**src/sv/pil_pkg.sv**
```systemverilog
package pil_pkg;

	localparam int POS_W = 5;
	localparam int VAL_W = 32;
	localparam int LEN_W = 5;
	localparam int STAT_W = 2;
	localparam int CMD_W = 2;
	localparam int S_DATA_W = 40;
	localparam int M_DATA_W = 40;

	localparam logic [CMD_W-1:0] CMD_INSERT = 2'd0;
	localparam logic [CMD_W-1:0] CMD_DELETE = 2'd1;
	localparam logic [CMD_W-1:0] CMD_READ = 2'd2;

	localparam logic [STAT_W-1:0] ST_OK = 2'd0;
	localparam logic [STAT_W-1:0] ST_RANGE = 2'd1;
	localparam logic [STAT_W-1:0] ST_FULL = 2'd2;

	// Broadcast from the controller to every cell of the row.
	typedef struct packed {
		logic load_en;
		logic ins;
		logic [POS_W-1:0] pos;
		logic [VAL_W-1:0] value;
	} cell_ctrl_t;

endpackage

```
**src/sv/pil_cell.sv**
```systemverilog
module pil_cell #(
	parameter int IDX = 0
) (
	input  logic clk,
	input  pil_pkg::cell_ctrl_t ctrl,
	input  logic [pil_pkg::VAL_W-1:0] left_data,
	input  logic [pil_pkg::VAL_W-1:0] right_data,
	output logic [pil_pkg::VAL_W-1:0] data
);

	localparam int IW = (IDX < 32) ? pil_pkg::POS_W : $clog2(IDX + 1);

	logic [pil_pkg::VAL_W-1:0] data_q;
	logic above_pos;
	logic at_pos;

	assign at_pos = (IW'(ctrl.pos) == IW'(IDX));
	assign above_pos = (IW'(IDX) > IW'(ctrl.pos));

	// An insert shifts cells above the position up and loads the new value at it;
	// a delete pulls every cell from the position upward down by one.
	always_ff @(posedge clk) begin
		if (ctrl.load_en) begin
			if (ctrl.ins) begin
				if (above_pos) begin
					data_q <= left_data;
				end else if (at_pos) begin
					data_q <= ctrl.value;
				end
			end else if (above_pos || at_pos) begin
				data_q <= right_data;
			end
		end
	end

	assign data = data_q;

endmodule

```
**src/sv/positional_integer_list.sv**
```systemverilog
// Channel  Dir  Bits  Contents
// s_*      in   40    tdata: pos[4:0], value_in[36:5], zero fill; tuser: cmd[1:0]
// m_*      out  40    tdata: value_out[31:0], length[36:32], is_empty[37], status[39:38]
//
// Every request is decided and applied to the row of cells
// at the edge that accepts it, and its result word appears in the output
// register the cycle after. A new word is accepted in every cycle in which the
// output register is empty or being taken, so the rate is one word per cycle.
// Reset empties the list; the cell storage is not cleared.
// A stall on m_tready holds the result and drops s_tready.
module positional_integer_list #(
	parameter int CAPACITY = 16
) (
	input  logic clk,
	input  logic arst_n,
	input  logic s_tvalid,
	output logic s_tready,
	input  logic [pil_pkg::S_DATA_W-1:0] s_tdata, // pos, value_in, zero fill
	input  logic [pil_pkg::CMD_W-1:0] s_tuser,    // cmd
	output logic m_tvalid,
	input  logic m_tready,
	output logic [pil_pkg::M_DATA_W-1:0] m_tdata  // value_out, length, is_empty, status
);

	localparam int CW = $clog2(CAPACITY + 1);
	localparam int XW = ((CW > pil_pkg::POS_W) ? CW : pil_pkg::POS_W) + 1;

	logic [CW-1:0] count_q;
	logic [CW-1:0] count_d;
	logic out_valid_q;
	logic [pil_pkg::VAL_W-1:0] value_out_q;
	logic [pil_pkg::LEN_W-1:0] length_q;
	logic is_empty_q;
	logic [pil_pkg::STAT_W-1:0] status_q;

	logic accept;
	logic [pil_pkg::CMD_W-1:0] cmd;
	logic [pil_pkg::POS_W-1:0] pos;
	logic [pil_pkg::VAL_W-1:0] value_in;
	logic [XW-1:0] pos_x;
	logic [XW-1:0] count_x;
	logic change;
	logic [pil_pkg::STAT_W-1:0] status_d;
	logic [pil_pkg::VAL_W-1:0] read_sel;
	logic [pil_pkg::VAL_W-1:0] read_d;
	pil_pkg::cell_ctrl_t ctrl;
	logic [pil_pkg::VAL_W-1:0] cell_data [CAPACITY];

	assign cmd = s_tuser;
	assign pos = s_tdata[pil_pkg::POS_W-1:0];
	assign value_in = s_tdata[pil_pkg::POS_W +: pil_pkg::VAL_W];
	assign pos_x = XW'(pos);
	assign count_x = XW'(count_q);

	assign s_tready = !out_valid_q || m_tready;
	assign accept = s_tvalid && s_tready;

	always_comb begin
		read_sel = '0;
		for (int i = 0; i < CAPACITY; i++) begin
			if (pos_x == XW'(i)) begin
				read_sel = read_sel | cell_data[i];
			end
		end
	end

	always_comb begin
		change = 1'b0;
		status_d = pil_pkg::ST_OK;
		read_d = '0;
		count_d = count_q;
		case (cmd)
			pil_pkg::CMD_INSERT: begin
				if (pos_x > count_x) begin
					status_d = pil_pkg::ST_RANGE;
				end else if (count_x >= XW'(CAPACITY)) begin
					status_d = pil_pkg::ST_FULL;
				end else begin
					change = 1'b1;
					count_d = count_q + CW'(1);
				end
			end
			pil_pkg::CMD_DELETE: begin
				if (pos_x >= count_x) begin
					status_d = pil_pkg::ST_RANGE;
				end else begin
					change = 1'b1;
					count_d = count_q - CW'(1);
				end
			end
			pil_pkg::CMD_READ: begin
				if (pos_x >= count_x || pos_x >= XW'(CAPACITY)) begin
					status_d = pil_pkg::ST_RANGE;
				end else begin
					read_d = read_sel;
				end
			end
			default: begin
				status_d = pil_pkg::ST_RANGE;
			end
		endcase
	end

	assign ctrl.load_en = accept && change;
	assign ctrl.ins = (cmd == pil_pkg::CMD_INSERT);
	assign ctrl.pos = pos;
	assign ctrl.value = value_in;

	for (genvar g = 0; g < CAPACITY; g++) begin : g_cell
		pil_cell #(
			.IDX(g)
		) u_cell (
			.clk(clk),
			.ctrl(ctrl),
			.left_data((g == 0) ? value_in : cell_data[(g == 0) ? 0 : g - 1]),
			.right_data(cell_data[(g == CAPACITY - 1) ? g : g + 1]),
			.data(cell_data[g])
		);
	end

	always_ff @(posedge clk or negedge arst_n) begin
		if (!arst_n) begin
			count_q <= '0;
			out_valid_q <= 1'b0;
		end else begin
			if (accept) begin
				count_q <= count_d;
				out_valid_q <= 1'b1;
			end else if (m_tready) begin
				out_valid_q <= 1'b0;
			end
		end
	end

	always_ff @(posedge clk) begin
		if (accept) begin
			value_out_q <= read_d;
			length_q <= pil_pkg::LEN_W'(count_d);
			is_empty_q <= (count_d == '0);
			status_q <= status_d;
		end
	end

	assign m_tvalid = out_valid_q;
	assign m_tdata = {status_q, is_empty_q, length_q, value_out_q};

endmodule

```
**config.mk**
```make
export PLATFORM = sky130hd
export DESIGN_NAME = positional_integer_list
export DESIGN_NICKNAME = d
export VERILOG_FILES = /design/src/sv/pil_pkg.sv /design/src/sv/pil_cell.sv /design/src/sv/positional_integer_list.sv
export SDC_FILE = /design/constraint.sdc
export NUM_CORES = 1
export LEC_CHECK = 0
export BUFFER_PORTS_ARGS = -buffer_cell sky130_fd_sc_hd__buf_2
export CAP_MARGIN = 30
export CORE_ASPECT_RATIO = 0.5
export CORE_MARGIN = 5
export CORE_UTILIZATION = 45
export DETAILED_ROUTE_END_ITERATION = 7
export SYNTH_ARGS = -nofsm -noshare
export SYNTH_HDL_FRONTEND = slang
export SYNTH_SLANG_ARGS = --single-unit
export TNS_END_PERCENT = 30
```
**constraint.sdc**
```tcl
create_clock -name clk -period 8.1 [get_ports clk]
set_clock_uncertainty 0.15 [all_clocks]
set_input_delay 0.405 -clock clk [delete_from_list [all_inputs] [get_ports clk]]
set_output_delay 0.405 -clock clk [all_outputs]
set_load 0.01 [all_outputs]
```
==> impl_metrics.toml <==
[status]
outcome = "complete, no violations"

[worst_setup_path]
worst_setup_path_end_kind = "register"
cp_max_fo = 23
worstPathArrival_ns = 4.53
path_class = "register to register"
r2r-start = "count_q[4]$_DFFE_PN0P_"
start_kind = "register"
crit_path_end = "g_cell[12].u_cell.data[4]$_DFFE_PP_"
cp.required_ns = 8.20
reg2reg_depth = 9
critPathLaunch = "count_q[4]$_DFFE_PN0P_"
r2r_end = "g_cell[12].u_cell.data[4]$_DFFE_PP_"
r2r_setup_slack_ns = 3.67

[global_route]
grt_start_max_net_pins = 277
grt_pass1_wl_um = 155000
grt_use_total_pct = 28.4
grt.overflow.total = 0
grt_pass1_vias = 22800
antenna_found_initial = 3

[floorplanning]
design.core.area_um2 = 67000
die_h_um = 194
num_rows = 67
io-pin-count = 88
die_area_um2 = 73200
initial_utilization_pct = 45.4
die_x_um = 378

[clock_network]
clock-sinks = 558
cts_root_buf = "clkbuf_16"
cts_resized = 0
tritoncts = "built"
hold_buffers = 4
postCtsSetupBuffers = 0
clk_pin_slew_ns = 0.06
cts_buffer_depth = 3
cts.htree.levels = 2
cts_buffers = 55
clock_latency_ns = 0.63

[route]
drtAntennaViolNets = 0
detail_route.wirelength_um = 107000
drt-wirelength-per-cell_um = 27.9
firstDrtPassIters = 6
via_per_inst = 6.35
drc = 0
drt_iter0_drc = 3458
via_count = 24300

[logic_synthesis]
synth_edf_count = 552
synth_area_leaders = "edfxtp_1, mux2i_1, nand2_1"
ys_types = 55
synthCells = 2931
ys_warn_count = 0
syn_area_per_cell_um2 = 10.4
syn_nets = 2985
yosys.area.top_type = "edfxtp_1"
ys_seq_elements = 558
ys.flop_type = "edfxtp_1"
syn_area_um2 = 30400
synth.top_cell.area_share_pct = 54.5
async_flop_share_pct = 1.08
ys_seq_area_share_pct = 55.0

[timing]
min_period_over_period_pct = 54.7
setup_viol = 0
hold_viol = 0
setup-tns-final_ns = 0
clock.fmax_mhz = 226
drv_slew = 0
maxSlewHeadroom_pct = 11.8
worst_pin_slew_ns = 1.32
fin_crit_ns = 4.43
rsz0062_at_grt = "false"

[power]
power_density_nw_per_um2 = 203
p_total_w = 0.00677
leakage_nw = 12.6
peakVddDrop_uv = 144

[cells_and_area]
layout.nets = 2935
final_cells = 3820
drive_above_1_share_pct = 10.3
syn_to_final_growth_pct = 9.53

[placement]
dp.cells = 3717
io_buffers = 84
routabilityCongestion = 0.849
dp_hpwl_um = 57500

[worst_hold_path]
worstHoldPathType = "input port to register"

[job]
cap_violations = 0
==> critical path, cell delays in order, from the launching register on <==
cell and delay, ns:
dfrtp_1 0.47, inv_1 0.17, ha_1 0.36, a21oi_1 0.22
o21ai_2 0.12, o21a_4 0.25, a2111oi_4 0.64, nand2_2 0.45
nor2_4 0.57, buf_4 0.61
==> power by group <==
part	switching (W)	total [W]	internal, W
sequential	0.0000754	0.00338	0.00330
clock	0.00117	0.00248	0.00131
combinational	0.000610	0.000905	0.000295
total	0.00186	0.00677	0.00491
==> through the flow <==
| step | hold WS, ns | setup slack [ns] | utilization, % | cell area [µm²] |
|---|---|---|---|---|
| floorplan | -0.0406 | 3.23 | - | 30400 |
| global route | 0.105 | 3.52 | 49.8 | 33300 |
| CTS | 0.0593 | 3.77 | 49.8 | 33300 |
| finish | 0.0884 | 3.67 | 49.8 | 33300 |
| detailed placement | 0.0903 | 3.61 | 47.3 | 31700 |
| global placement | 0.0884 | 3.25 | 47.2 | 31600 |
==> placed cells by master, fill, tap and decap left out, types with 3 or more instances in the layout <==
| cell | netlist | final |
|---|---|---|
| nor3_1 | 10 | 5 |
| o21ai_0 | 334 | 334 |
| nand2_1 | 736 | 736 |
| nor4_1 | 30 | 30 |
| a21oi_1 | 6 | 5 |
| diode_2 | 0 | 3 |
| dlygate4sd3_1 | 0 | 4 |
| clkinv_2 | 0 | 7 |
| o21ai_1 | 54 | 53 |
| clkbuf_16 | 0 | 55 |
| nand3_1 | 34 | 33 |
| a22oi_1 | 222 | 222 |
| or2_2 | 2 | 4 |
| inv_1 | 8 | 8 |
| and3_2 | 7 | 7 |
| nand4_1 | 6 | 6 |
| mux2_1 | 3 | 3 |
| buf_2 | 54 | 84 |
| mux2i_1 | 386 | 386 |
| xnor2_1 | 5 | 5 |
| a31oi_1 | 65 | 64 |
| nor2_1 | 125 | 108 |
| clkinv_1 | 0 | 8 |
| ha_1 | 8 | 8 |
| dfrtp_1 | 6 | 6 |
| clkbuf_1 | 178 | 21 |
| nor3_2 | 4 | 5 |
| a21oi_4 | 1 | 3 |
| mux2_2 | 31 | 31 |
| edfxtp_1 | 552 | 552 |
| buf_4 | 17 | 54 |
| nor2_4 | 0 | 20 |
| nand2b_1 | 6 | 5 |
| nor3_4 | 1 | 5 |
==> flip-flops by register name, summed over array words and instances, names as in the netlist <==
signal              flops
g_cell.u_cell.data    512
value_out_q            32
count_q                 5
length_q                5
status_q                2
is_empty_q              1
m_tvalid                1
==> how the worst min path moves through the flow <==
stage | startpoint | slack (ns) | depth (start not counted) | to
final | s_tuser[0] | 0.09 | 2 | status_q[0]$_DFFE_PP_
after floorplan | arst_n | -0.04 | 0 | count_q[0]$_DFFE_PN0P_
after CTS | s_tuser[0] | 0.06 | 2 | status_q[0]$_DFFE_PP_
after detailed placement | arst_n | 0.09 | 1 | m_tvalid$_DFFE_PN0P_
after global routing | s_tuser[0] | 0.10 | 2 | status_q[0]$_DFFE_PP_
after global placement | arst_n | 0.09 | 1 | m_tvalid$_DFFE_PN0P_
==> cell usage after synthesis, drive strengths merged (2+ instances only) <==
| cell type | count |
|---|---|
| and3 | 7 |
| o21a | 2 |
| o22ai | 2 |
| mux2 | 34 |
| nand3 | 34 |
| inv | 8 |
| o21ai | 389 |
| or4 | 2 |
| or2 | 5 |
| dfrtp | 6 |
| a22oi | 222 |
| ha | 8 |
| a31oi | 65 |
| nor4 | 32 |
| xnor2 | 5 |
| nor3 | 15 |
| edfxtp | 552 |
| buf | 77 |
| clkbuf | 178 |
| nand4 | 6 |
| nand2 | 737 |
| and2 | 2 |
| nor2 | 128 |
| a21oi | 8 |
| or3b | 2 |
| nand2b | 6 |
| mux2i | 386 |
==> per-layer routing <==
layer | global-route usage [%] | vias up | routed length, µm
li1 | - | 10700 | -
met1 | 41.3 | 11800 | 44100
met2 | 42.0 | 1559 | 46000
met3 | 6.63 | 230 | 13200
met4 | 9.15 | 4 | 3480
met5 | 0.651 | - | 70
==> layout make-up <==
| type | instances | area (µm²) |
|---|---|---|
| Fill cell | 5961 | 33600 |
| Inverter | 8 | 30.0 |
| Sequential cell | 558 | 16700 |
| Tap cell | 897 | 1120 |
| Antenna cell | 3 | 7.51 |
| Clock buffer | 76 | 1460 |
| Timing Repair Buffer | 148 | 987 |
| Multi-Input combinational cell | 2110 | 12900 |
| Clock inverter | 20 | 153 |
==> kinds of logic after synthesis <==
logic type	Yosys count	share of synthesized area (%)
buf+inv	263	3.70
flops	558	55.0
mux	420	14.0
fa+ha+maj	8	0.329
simple gates	983	13.2
xor+xnor	5	0.144
compound gates	694	13.7
Note: power is estimated with default switching activity, not from simulation.
